--- src/hw/rtl/bgp_pkg.sv ---
// Shared types, constants and helpers of the bitmap grid perimeter unit.
package bgp_pkg;

  // Grid geometry.
  localparam int SIDE = 32;
  localparam int ROW_W = $clog2(SIDE);
  localparam logic [5:0] SIDE_IDX = 6'(SIDE);
  localparam logic [ROW_W-1:0] ROW_LAST = ROW_W'(SIDE - 1);
  localparam logic [SIDE-1:0] SIDE_MASK = {SIDE{1'b1}};
  // The first and last column of a row.
  localparam logic [SIDE-1:0] EDGE_BITS = {1'b1, {(SIDE-2){1'b0}}, 1'b1};

  // Operation codes on the input channel.
  typedef enum logic [2:0] {
    OP_SET_CELL  = 3'd0,
    OP_READ_CELL = 3'd1,
    OP_WRITE_ROW = 3'd2,
    OP_READ_ROW  = 3'd3,
    OP_FILL      = 3'd4,
    OP_ANY_SET   = 3'd5,
    OP_PERIMETER = 3'd6
  } op_t;

  // Command kinds after classification; range errors get a kind of their own.
  typedef enum logic [2:0] {
    CMD_SET_CELL,
    CMD_READ_CELL,
    CMD_WRITE_ROW,
    CMD_READ_ROW,
    CMD_FILL,
    CMD_ANY_SET,
    CMD_PERIMETER,
    CMD_INDEX_ERROR
  } cmd_kind_t;

  typedef struct packed {
    cmd_kind_t        kind;
    logic [ROW_W-1:0] row;
    logic [ROW_W-1:0] col;
    logic             flag;
    logic [SIDE-1:0]  word;
    logic             outer;
    logic             incb;
  } cmd_t;

  typedef struct packed {
    logic        bit_result;
    logic [31:0] row_result;
    logic [5:0]  row_number;
    logic        index_error;
    logic        last;
  } res_t;

  // Write request into the grid store.
  typedef struct packed {
    logic             en;
    logic             fill;
    logic             val;
    logic [ROW_W-1:0] addr;
    logic [SIDE-1:0]  data;
  } grid_wr_t;

  typedef enum logic [1:0] {
    BK_IDLE,
    BK_LOAD,
    BK_PERIM
  } back_state_t;

  // Row as seen by the boundary test: inverted in outer mode.
  function automatic logic [SIDE-1:0] xform_row(input logic [SIDE-1:0] row,
                                                input logic outer);
    return outer ? ~row : row;
  endfunction

endpackage

--- src/hw/rtl/bgp_front.sv ---
// Front end: accepts items, classifies them and queues commands.
module bgp_front import bgp_pkg::*; (
  input  logic        clk,
  input  logic        rst_n,
  input  logic        in_push,
  output logic        in_full,
  input  logic [2:0]  in_operation,
  input  logic [5:0]  in_row_index,
  input  logic [5:0]  in_bit_index,
  input  logic        in_flag_value,
  input  logic [31:0] in_row_word,
  input  logic        in_outer_mode,
  input  logic        in_include_boundary,
  output logic        cmd_valid,
  output cmd_t        cmd,
  input  logic        cmd_pop
);

  cmd_t        q_r [2];
  logic        wr_ptr_r, wr_ptr_nxt;
  logic        rd_ptr_r, rd_ptr_nxt;
  logic [1:0]  cnt_r, cnt_nxt;
  cmd_t        cls;
  logic        keep;
  logic        row_bad, col_bad;
  logic        push, pop;

  // Classify the incoming item and check its coordinates.
  always_comb begin
    row_bad   = in_row_index >= SIDE_IDX;
    col_bad   = in_bit_index >= SIDE_IDX;
    keep      = 1'b1;
    cls.row   = in_row_index[ROW_W-1:0];
    cls.col   = in_bit_index[ROW_W-1:0];
    cls.flag  = in_flag_value;
    cls.word  = in_row_word;
    cls.outer = in_outer_mode;
    cls.incb  = in_include_boundary;
    cls.kind  = CMD_INDEX_ERROR;
    case (op_t'(in_operation))
      OP_SET_CELL:  cls.kind = (row_bad || col_bad) ? CMD_INDEX_ERROR : CMD_SET_CELL;
      OP_READ_CELL: cls.kind = (row_bad || col_bad) ? CMD_INDEX_ERROR : CMD_READ_CELL;
      OP_WRITE_ROW: cls.kind = row_bad ? CMD_INDEX_ERROR : CMD_WRITE_ROW;
      OP_READ_ROW:  cls.kind = row_bad ? CMD_INDEX_ERROR : CMD_READ_ROW;
      OP_FILL:      cls.kind = CMD_FILL;
      OP_ANY_SET:   cls.kind = CMD_ANY_SET;
      OP_PERIMETER: cls.kind = CMD_PERIMETER;
      default:      keep = 1'b0;
    endcase
  end

  // Two-entry command queue toward the back end.
  assign in_full   = cnt_r == 2'd2;
  assign cmd_valid = cnt_r != 2'd0;
  assign cmd       = q_r[rd_ptr_r];
  assign push      = in_push && !in_full && keep;
  assign pop       = cmd_pop && cmd_valid;

  always_comb begin
    wr_ptr_nxt = push ? ~wr_ptr_r : wr_ptr_r;
    rd_ptr_nxt = pop ? ~rd_ptr_r : rd_ptr_r;
    cnt_nxt    = cnt_r + {1'b0, push} - {1'b0, pop};
  end

  always_ff @(posedge clk) begin
    if (!rst_n) begin
      wr_ptr_r <= 1'b0;
      rd_ptr_r <= 1'b0;
      cnt_r    <= 2'd0;
    end else begin
      wr_ptr_r <= wr_ptr_nxt;
      rd_ptr_r <= rd_ptr_nxt;
      cnt_r    <= cnt_nxt;
    end
  end

  always_ff @(posedge clk) begin
    if (push) begin
      q_r[wr_ptr_r] <= cls;
    end
  end

endmodule

--- src/hw/rtl/bgp_grid.sv ---
// Grid store: one row per register, a nonzero flag per row, one read port.
module bgp_grid import bgp_pkg::*; (
  input  logic             clk,
  input  logic             rst_n,
  input  logic [ROW_W-1:0] rd_addr,
  output logic [SIDE-1:0]  rd_data,
  input  grid_wr_t         wr,
  output logic             any_set
);

  logic [SIDE-1:0] rows_r [SIDE];
  logic [SIDE-1:0] nz_r;

  assign rd_data = rows_r[rd_addr];
  assign any_set = |nz_r;

  // Fill writes every row at once; a row write updates one row and its flag.
  always_ff @(posedge clk) begin
    if (!rst_n) begin
      for (int i = 0; i < SIDE; i++) begin
        rows_r[i] <= '0;
      end
      nz_r <= '0;
    end else if (wr.fill) begin
      for (int i = 0; i < SIDE; i++) begin
        rows_r[i] <= wr.val ? SIDE_MASK : '0;
      end
      nz_r <= {SIDE{wr.val}};
    end else if (wr.en) begin
      rows_r[wr.addr] <= wr.data;
      nz_r[wr.addr]   <= |wr.data;
    end
  end

endmodule

--- src/hw/rtl/bgp_back.sv ---
// Back end: executes commands against the grid and queues the results.
module bgp_back import bgp_pkg::*; (
  input  logic             clk,
  input  logic             rst_n,
  input  logic             cmd_valid,
  input  cmd_t             cmd,
  output logic             cmd_pop,
  output logic [ROW_W-1:0] rd_addr,
  input  logic [SIDE-1:0]  rd_data,
  input  logic             any_set,
  output grid_wr_t         wr,
  output logic             out_empty,
  input  logic             out_pop,
  output res_t             out_res
);

  back_state_t      state_r, state_nxt;
  logic [SIDE-1:0]  prev_r, prev_nxt;
  logic [SIDE-1:0]  cur_r, cur_nxt;
  logic [ROW_W-1:0] cnt_r, cnt_nxt;
  logic             outer_r, outer_nxt;
  logic             incb_r, incb_nxt;
  logic [SIDE-1:0]  outside;
  logic [SIDE-1:0]  next_row;
  logic [SIDE-1:0]  ncur, vert, horiz;
  logic [SIDE-1:0]  new_row;
  res_t             res;
  logic             res_push;

  res_t             oq_r [2];
  logic             oq_wr_r, oq_rd_r;
  logic [1:0]       oq_cnt_r;
  logic             oq_full, oq_pop;

  // Perimeter datapath on the three-row window.
  always_comb begin
    outside  = incb_r ? '0 : SIDE_MASK;
    next_row = (cnt_r == ROW_LAST) ? outside : xform_row(rd_data, outer_r);
    ncur     = ~cur_r;
    vert     = ~prev_r | ~next_row;
    horiz    = (ncur << 1) | (ncur >> 1) | (incb_r ? EDGE_BITS : '0);
  end

  // Next state.
  always_comb begin
    state_nxt = state_r;
    case (state_r)
      BK_IDLE:  if (cmd_valid && cmd.kind == CMD_PERIMETER) state_nxt = BK_LOAD;
      BK_LOAD:  state_nxt = BK_PERIM;
      BK_PERIM: if (!oq_full && cnt_r == ROW_LAST) state_nxt = BK_IDLE;
      default:  state_nxt = BK_IDLE;
    endcase
  end

  // Outputs and datapath updates.
  always_comb begin
    cmd_pop   = 1'b0;
    rd_addr   = cmd.row;
    wr        = '0;
    wr.addr   = cmd.row;
    wr.val    = cmd.flag;
    res       = '0;
    res.last  = 1'b1;
    res_push  = 1'b0;
    new_row   = rd_data;
    new_row[cmd.col] = cmd.flag;
    prev_nxt  = prev_r;
    cur_nxt   = cur_r;
    cnt_nxt   = cnt_r;
    outer_nxt = outer_r;
    incb_nxt  = incb_r;
    case (state_r)
      BK_IDLE: begin
        if (cmd_valid && cmd.kind == CMD_PERIMETER) begin
          cmd_pop   = 1'b1;
          outer_nxt = cmd.outer;
          incb_nxt  = cmd.incb;
        end else if (cmd_valid && !oq_full) begin
          cmd_pop  = 1'b1;
          res_push = 1'b1;
          case (cmd.kind)
            CMD_SET_CELL: begin
              wr.en          = 1'b1;
              wr.data        = new_row;
              res.bit_result = cmd.flag;
            end
            CMD_READ_CELL: res.bit_result = rd_data[cmd.col];
            CMD_WRITE_ROW: begin
              wr.en   = 1'b1;
              wr.data = cmd.word;
            end
            CMD_READ_ROW: res.row_result = rd_data;
            CMD_FILL: begin
              wr.fill        = 1'b1;
              res.bit_result = cmd.flag;
            end
            CMD_ANY_SET:     res.bit_result = any_set;
            CMD_INDEX_ERROR: res.index_error = 1'b1;
            default:         res_push = 1'b0;
          endcase
        end
      end
      BK_LOAD: begin
        rd_addr  = '0;
        prev_nxt = outside;
        cur_nxt  = xform_row(rd_data, outer_r);
        cnt_nxt  = '0;
      end
      BK_PERIM: begin
        rd_addr = cnt_r + ROW_W'(1);
        if (!oq_full) begin
          res_push       = 1'b1;
          res.row_result = cur_r & (vert | horiz);
          res.row_number = {1'b0, cnt_r};
          res.last       = cnt_r == ROW_LAST;
          prev_nxt       = cur_r;
          cur_nxt        = next_row;
          cnt_nxt        = cnt_r + ROW_W'(1);
        end
      end
      default: begin
        res.last = 1'b0;
      end
    endcase
  end

  always_ff @(posedge clk) begin
    if (!rst_n) begin
      state_r <= BK_IDLE;
      cnt_r   <= '0;
    end else begin
      state_r <= state_nxt;
      cnt_r   <= cnt_nxt;
    end
  end

  always_ff @(posedge clk) begin
    prev_r  <= prev_nxt;
    cur_r   <= cur_nxt;
    outer_r <= outer_nxt;
    incb_r  <= incb_nxt;
  end

  // Two-entry result queue; the head drives the result ports.
  assign out_empty = oq_cnt_r == 2'd0;
  assign oq_full   = oq_cnt_r == 2'd2;
  assign oq_pop    = out_pop && !out_empty;
  assign out_res   = oq_r[oq_rd_r];

  always_ff @(posedge clk) begin
    if (!rst_n) begin
      oq_wr_r  <= 1'b0;
      oq_rd_r  <= 1'b0;
      oq_cnt_r <= 2'd0;
    end else begin
      oq_wr_r  <= res_push ? ~oq_wr_r : oq_wr_r;
      oq_rd_r  <= oq_pop ? ~oq_rd_r : oq_rd_r;
      oq_cnt_r <= oq_cnt_r + {1'b0, res_push} - {1'b0, oq_pop};
    end
  end

  always_ff @(posedge clk) begin
    if (res_push) begin
      oq_r[oq_wr_r] <= res;
    end
  end

endmodule

--- src/hw/rtl/bitmap_grid_perimeter_unit.sv ---
// Top level of the bitmap grid perimeter unit.
// Usage:
// The block holds a 32 by 32 bit grid, all zero after reset. Items enter on a
// queue-style port: an item is taken at a clock edge where in_push is high and
// in_full is low. Results leave the same way: the oldest result sits on the
// out_ ports while out_empty is low and is taken when out_pop is high.
// Cell, row, fill and any-set items give one result each; a perimeter item
// gives 32 results, rows 0 to 31, with out_last on the final one. An unused
// operation code gives no result.
// Flow: an item waits in the registered command queue, and its result is
// registered in the result queue before it shows on the ports. Single-result
// items run at one item per cycle while the result queue has room and no
// perimeter item holds the back end. A perimeter item leaves the command queue,
// loads row 0 and then gives its rows in order while the result queue has room,
// since the grid has one read port that the three-row window walks down.
// The front queue and the result queue hold two entries each, so when the
// receiver stalls the back end stops and the front keeps taking items until
// its queue is full. Synchronous reset empties both queues and clears the grid.
module bitmap_grid_perimeter_unit import bgp_pkg::*; (
  input  logic        clk,
  input  logic        rst_n,
  input  logic        in_push,
  output logic        in_full,
  input  logic [2:0]  in_operation,
  input  logic [5:0]  in_row_index,
  input  logic [5:0]  in_bit_index,
  input  logic        in_flag_value,
  input  logic [31:0] in_row_word,
  input  logic        in_outer_mode,
  input  logic        in_include_boundary,
  output logic        out_empty,
  input  logic        out_pop,
  output logic        out_bit_result,
  output logic [31:0] out_row_result,
  output logic [5:0]  out_row_number,
  output logic        out_index_error,
  output logic        out_last
);

  logic             cmd_valid;
  cmd_t             cmd;
  logic             cmd_pop;
  logic [ROW_W-1:0] rd_addr;
  logic [SIDE-1:0]  rd_data;
  logic             any_set;
  grid_wr_t         wr;
  res_t             out_res;

  bgp_front u_front (
    .clk                 (clk),
    .rst_n               (rst_n),
    .in_push             (in_push),
    .in_full             (in_full),
    .in_operation        (in_operation),
    .in_row_index        (in_row_index),
    .in_bit_index        (in_bit_index),
    .in_flag_value       (in_flag_value),
    .in_row_word         (in_row_word),
    .in_outer_mode       (in_outer_mode),
    .in_include_boundary (in_include_boundary),
    .cmd_valid           (cmd_valid),
    .cmd                 (cmd),
    .cmd_pop             (cmd_pop)
  );

  bgp_grid u_grid (
    .clk     (clk),
    .rst_n   (rst_n),
    .rd_addr (rd_addr),
    .rd_data (rd_data),
    .wr      (wr),
    .any_set (any_set)
  );

  bgp_back u_back (
    .clk       (clk),
    .rst_n     (rst_n),
    .cmd_valid (cmd_valid),
    .cmd       (cmd),
    .cmd_pop   (cmd_pop),
    .rd_addr   (rd_addr),
    .rd_data   (rd_data),
    .any_set   (any_set),
    .wr        (wr),
    .out_empty (out_empty),
    .out_pop   (out_pop),
    .out_res   (out_res)
  );

  // Result fields from the head of the result queue.
  assign out_bit_result  = out_res.bit_result;
  assign out_row_result  = out_res.row_result;
  assign out_row_number  = out_res.row_number;
  assign out_index_error = out_res.index_error;
  assign out_last        = out_res.last;

endmodule

--- config.mk ---
export PLATFORM = sky130hd
export DESIGN_NAME = bitmap_grid_perimeter_unit
export DESIGN_NICKNAME = d
export VERILOG_FILES = /design/src/hw/rtl/bgp_pkg.sv /design/src/hw/rtl/bgp_front.sv /design/src/hw/rtl/bgp_grid.sv /design/src/hw/rtl/bgp_back.sv /design/src/hw/rtl/bitmap_grid_perimeter_unit.sv
export SDC_FILE = /design/constraint.sdc
export NUM_CORES = 2
export LEC_CHECK = 0
export BUFFER_PORTS_ARGS = -buffer_cell sky130_fd_sc_hd__buf_4
export CORE_MARGIN = 1
export CORE_UTILIZATION = 35
export DETAILED_ROUTE_END_ITERATION = 10
export GPL_ROUTABILITY_DRIVEN = 0
export GPL_TIMING_DRIVEN = 0
export MAX_ROUTING_LAYER = met4
export PLACE_DENSITY_LB_ADDON = 0.15
export SLEW_MARGIN = 20
export SYNTH_ARGS = -nofsm -noshare
export SYNTH_HDL_FRONTEND = slang
export SYNTH_HIERARCHICAL = 1
export SYNTH_SLANG_ARGS = --single-unit
--- constraint.sdc ---
create_clock -name clk -period 4.7 [get_ports clk]
set_clock_uncertainty 0.1 [all_clocks]
set_input_delay 0.94 -clock clk [delete_from_list [all_inputs] [get_ports clk]]
set_output_delay 0.94 -clock clk [all_outputs]
set_load 0.05 [all_outputs]
==> Word level (Yosys, flattened, before mapping) <==
Memories as Yosys holds them, arrays and structs flattened. A register that Yosys moved wholly into a read port is not among the register bits.
Index checks and enable logic that the tools add are counted.
{ "op_classes": {"addsub": 5, "magnitude_cmp": 6, "eq_ne": 21, "mux": 113, "bitwise_logic": 45, "reduce_logical": 31} }
{ "ops": {"columns": ["cell", "count"], "rows": [
  ["$mux W32", 46],
  ["$pmux W32 S2", 4],
  ["$not A32 Y32", 4],
  ["$or A32 B32 Y32", 3],
  ["$reduce_or A32 Y1", 3],
  ["$mux W33", 2],
  ["$bwmux W32", 2],
  ["$mux W38", 1],
  ["$mux W1", 36],
  ["$and A32 B32 Y32", 1],
  ["$or A1 B1 Y1", 32],
  ["$or A32 B31 Y32", 1],
  ["$eq A3 B3 Y1 const B", 7],
  ["$pmux W3 S7", 1],
  ["$pmux W5 S2", 2],
  ["$reduce_or A7 Y1", 2],
  ["$eq A3 B2 Y1 const B", 4],
  ["$ge A6 B6 Y1 const B", 2],
  ["$lt A5 B6 Y1 const B", 2],
  ["$mux W3", 4],
  ["$demux W1 S5", 2],
  ["$ge A5 B1 Y1 const B", 2],
  ["$mux W2", 5],
  ["$mux W5", 2],
  ["23 further kinds", 51]
]} }
{ "totals": {"reg_bits": 113, "ramBits": 1202, "input_bits": 54, "out_inout_bits": 43, "wordCells": 237, "n_memories": 3} }
{ "mem_list": {"columns": ["name", "words", "word_bits", "rd", "rd_ports_with_merged_regs", "wr", "line_no", "rtl"], "rows": [
  ["u_grid.rows_r", 32, 32, 1, 0, 32, "bgp_grid.sv:11", "logic [SIDE-1:0] rows_r [SIDE];"],
  ["u_front.q_r", 2, 48, 1, 1, 1, "bgp_front.sv:19", "cmd_t q_r [2];"],
  ["u_back.oq_r", 2, 41, 1, 1, 1, "bgp_back.sv:30", "res_t oq_r [2];"]
]} }

==> Depth between registers and ports, before layout <==
{ "depth": {"ltp_word": 13, "depth_mapped": 26, "ltp_nobuf": 17} }

==> Hierarchy <==
Netlist, hierarchy kept.
{ "by_module_without_submodules": {"columns": ["mod", "n_inst", "cells_each", "area_each_um2", "seq_area_each_um2"], "rows": [
  ["bgp_grid", 1, 4434, 51246.6, 31390.1],
  ["bgp_back", 1, 774, 8834.7, 4624.4],
  ["bgp_front", 1, 183, 3828.7, 2982.9]
]} }

==> Least setup slack after synthesis <==
OpenSTA, ideal clock, no wires.
{ "synth_timing": {"path_kind": "reg2reg", "from": "reg with a tool-made name", "to": "mem u_grid.rows_r[14][0], enable pin", "setup_ns": 0.468, "t_arrival_ns": 4.413, "required_ns": 4.132, "setup_slack_ns": -0.281, "path_stages_with_launch": 11, "path_buffers": 4, "path_cell_list": "dfxtp_1 > buf_6 > mux2_2 > buf_2 > or3_1 > buf_4 > buf_6 > inv_1 > nand2_1 > or2_2 > o21ai_0"} }
{ "synth_rtl": {"columns": ["item", "line_no"], "rows": [
  ["to (decl)", "bgp_grid.sv:11"]
]} }

==> flow_metrics.py <==
metrics = {
    "route": {
        "post-route-drc-count": 0,
        "dr_total_vias": 48404,
        "wl_per_cell_microns": 31.1,
        "drt-initial-drc-count": 5717,
        "dr.pass1.iters": 6,
        "drt-total-wl_microns": 258000,
        "antenna_violating_nets_post_route": 0,
        "vias_per_cell": 5.84,
    },
    "layout": {
        "layout.area.seq_sq_um": 39000,
        "num-fill-cells": 16728,
        "layout-drive-gt1-share_pct": 30.4,
        "multi_input_area_sq_um": 25200,
        "synthToLayoutAreaGrowth_pct": 24.5,
        "nets": 5859,
        "final_instance_count_without_filler_cells": 8292,
        "postLayoutCoreUtil_pct": 43.9,
        "final_area_sq_um": 79600,
    },
    "power": {
        "p_total_w": 0.0505,
        "vdd_drop_max_v": 0.000389,
        "powerDensity_nw_per_um2": 635,
        "power_leakage_nw": 32.1,
    },
    "timing": {
        "tightest_slew_ps": 1170,
        "minimum_clock_period_after_layout_ps": 4810,
        "setup_viol_count_final": 32,
        "final_hold_viol_count": 0,
        "timing.final.crit_share_pct": 102,
        "layout_setup_ws_ps": -112,
        "max_clock_freq_ghz": 0.208,
        "worst_slew_margin_rel_pct": 21.8,
        "slew_violations": 0,
        "rsz_0062_raised_after_global_routing": "yes",
    },
    "synthesis": {
        "synth_async_sr_flop_share_pct": 0,
        "postSynthAreaPerCell_sq_um": 11.9,
        "post_synth_num_cell_types": 69,
        "ys_seq_area_share_pct": 61.0,
        "count_of_flip_flops_with_a_built_in_enable_after_synthesis": 1266,
        "syn_area_sq_um": 63900,
        "synthesis.nets": 5455,
        "syn_warnings": 6,
        "synthCells": 5391,
        "synth-seq-cells": 1315,
        "yosys_most_used_dff": "edfxtp_1",
    },
    "floorplanning": {
        "ios": 97,
        "chipHeight_microns": 429,
        "placementRows": 156,
        "die_area_sq_um": 184000,
        "core_area_sq_um": 181000,
        "start_util_pct": 35.3,
        "die_width_microns": 429,
    },
    "setup_path": {
        "timing.setup.critical_path_class": "flip-flop to flip-flop",
        "critical_path.max_fanout": 10,
        "critical_path_required_ps": 5320,
        "worstSetupStartpointType": "flip-flop",
        "crit_path_end_kind": "flip-flop",
        "path_cells": "inv_1, ha_4, buf_4, o21ai_4, and2_4, buf_12, buf_2, a21oi_1, a31oi_4, nand3_4, mux2_2, a22oi_2, nor2_1, buf_6, nor4_2, nand4_1, or2_4, clkbuf_16, a221o_1",
        "worst_ep_arrival_time_ps": 5430,
        "critPathMaxStageDelay_ps": 370,
        "crit_slowest_cell": "dfxtp_4",
    },
    "place": {
        "dp_worst_setup_slack_ps": -3520,
        "place_hpwl_microns": 187000,
        "detailed_place.area_sq_um": 69200,
        "dp_cells": 7908,
        "buffer_ports.inserted": 95,
    },
    "clocking": {
        "numCtsBuffers": 154,
        "skew_pair_late_insertion_delay_ps": 830,
        "clk_pin_slew_worst_paths_ps": 60,
        "tritoncts": "done",
        "cts_buffer_depth": 3,
        "ctsHtreeMaxLevel": 4,
        "cts-root-buf": "clkbuf_16",
        "cts_num_sinks": 1315,
        "count_of_hold_fix_buffers_inserted_at_cts": 0,
    },
    "global_routing": {
        "grt_pass1_wl_microns": 358000,
        "grt_max_degree": 52,
        "initial_antenna_violation_count": 15,
        "grt_util_all_layers_pct": 28.2,
        "grt_overflow_total": 0,
        "number_of_global_route_vias_before_repair": 45905,
    },
    "hold_path": {
        "worst_min_delay_path_category": "primary input to flip-flop",
    },
    "run_status": {
        "status": "finished with violations",
        "violations": "negative setup slack",
    },
    "flow_run": {
        "max_cap_violations": 0,
    },
}
-- report_power, final --
group	internal, W	switching [W]
registers	0.0154	0.000624
logic	0.00868	0.0137
clock network	0.00699	0.00508
-- cell families after synthesis --
logic type	after synthesis	share of synthesized area [%]
simple gates	1745	11.5
flops	1315	61.0
compound gates	979	11.8
buf+inv	652	4.37
mux	650	10.6
xor+xnor	39	0.534
fa+ha+maj	10	0.196
other cells	1	0.00587
-- flip-flops by register name, summed over array words and instances, names as in the netlist, named ones only --
name / cells
u_grid/rows_r: 1024
u_front/q_r: 96
u_back/oq_r: 80
u_back/cur_r: 32
u_back/prev_r: 32
u_grid/nz_r: 32
u_back/cnt_r: 5
u_back/oq_cnt_r: 2
u_back/state_r: 2
u_front/cnt_r: 2
u_back/incb_r: 1
u_back/oq_rd_r: 1
u_back/oq_wr_r: 1
u_back/outer_r: 1
u_front/rd_ptr_r: 1
u_front/wr_ptr_r: 1
-- path summary, 6_finish.rpt --
path | slack (ps) | depth (start not counted) | endpoint | startpoint
setup / recovery | -110 | 19 | u_grid/nz_r[10] | u_back/state_r[1]
setup reg to reg | -110 | 19 | u_grid/nz_r[10] | u_back/state_r[1]
hold reg to reg | 390 | 1 | u_grid/nz_r[3] | u_grid/nz_r[3]
hold / removal | 200 | 1 | u_front/q_r[0][27] | in_row_word[25]
-- cells in the mapped netlist, types with 16 or more instances --
| cell type | number | share of area (%) |
|---|---|---|
| o211ai_1 | 25 | 0.29 |
| dfxtp_1 | 49 | 1.5 |
| nand3_1 | 122 | 0.96 |
| buf_4 | 17 | 0.20 |
| clkbuf_1 | 351 | 2.1 |
| nor2b_1 | 16 | 0.16 |
| a22oi_1 | 131 | 1.5 |
| and2_1 | 20 | 0.20 |
| a32o_1 | 26 | 0.41 |
| buf_2 | 171 | 1.3 |
| a22o_1 | 65 | 0.89 |
| mux2i_1 | 527 | 8.3 |
| o21ai_0 | 38 | 0.30 |
| inv_1 | 49 | 0.29 |
| mux2_2 | 91 | 1.6 |
| nand2_1 | 1341 | 7.9 |
| nand4_1 | 35 | 0.34 |
| a31oi_1 | 33 | 0.32 |
| xnor2_1 | 37 | 0.51 |
| a21oi_1 | 159 | 1.2 |
| edfxtp_1 | 1266 | 59 |
| a21o_1 | 32 | 0.38 |
| nor2_1 | 61 | 0.36 |
| nor4_1 | 19 | 0.19 |
| buf_1 | 54 | 0.32 |
| a31o_2 | 434 | 5.9 |
| nor3_1 | 41 | 0.32 |
| mux2_4 | 21 | 0.49 |
-- through the flow --
step	hold slack, ps	TNS, ps
after CTS	165	-13170
after floorplan	351	-73110
after global placement	360	-4703690
after global routing	184	-4690
after detailed placement	377	-2846700
final	201	-1290
-- timing repair --
item	CTS	global route
cloned	5	6
pin swaps	73	94
endpoints found under the setup margin	1154	783
gates resized for setup	702	292
setup buffers	46	77
-- cell type report --
| class | count | share of cell area (%) |
|---|---|---|
| diodes | 7 | 0.0220 |
| plain buffers | 572 | 4.75 |
| clock buffers | 196 | 5.17 |
| clock inverters | 80 | 1.08 |
| inverters | 50 | 0.242 |
| multi-input cells | 3424 | 31.7 |
| flip-flops and latches | 1315 | 49.0 |
| well taps | 2370 | 3.73 |
| repair buffers | 278 | 4.27 |
-- layout by cell type (no fill, tap or decap), types with 19 or more instances in the layout --
cell       Yosys  layout
nand2_1     1341    1331
edfxtp_1    1266    1266
mux2i_1      527     436
a31o_2       434     434
clkbuf_1     351     260
buf_4         17     221
clkbuf_16      0     168
a21oi_1      159     154
buf_2        171     119
a22oi_1      131      98
mux2_2        91      88
clkbuf_2       0      66
buf_12         0      59
mux2i_2        0      55
a22o_1        65      49
buf_16         0      47
nand3_2        1      46
dfxtp_1       49      46
nand3_4        1      45
inv_1         49      40
buf_6          9      37
xnor2_1       37      37
mux2i_4        0      36
nand4_1       35      35
nor2_1        61      34
nand3_1      122      33
a22oi_2        0      33
nor2_4         7      33
a21o_1        32      32
buf_1         54      28
o21ai_4        0      28
mux2_4        21      28
clkinv_1       0      26
a32o_1        26      26
clkinv_2       0      25
o211ai_1      25      25
a31oi_4        0      24
and2_1        20      19
-- per-layer routing --
| metal | share of wire [%] | up-vias | track usage [%] | wire length, microns |
|---|---|---|---|---|
| li1 | - | 20661 | - | - |
| met1 | 40 | 24700 | 36.5 | 105000 |
| met2 | 45 | 2529 | 42.5 | 117000 |
| met3 | 8.6 | 514 | 5.02 | 22300 |
| met4 | 5.8 | 0 | 13.6 | 14900 |
| met5 | 0 | - | - | 0 |
-- critical path, delay by kind of cell, from the launching register on --
kind	cells	cell delay, ps
AO/OA/AOI/OAI	5	1280
multiplexers	1	300
adder cells (fa/ha/maj)	1	290
flip-flops	1	370
AND/OR/NAND/NOR	6	1280
buffers and inverters	6	1060
No activity file was read; power rests on OpenSTA's default activity.
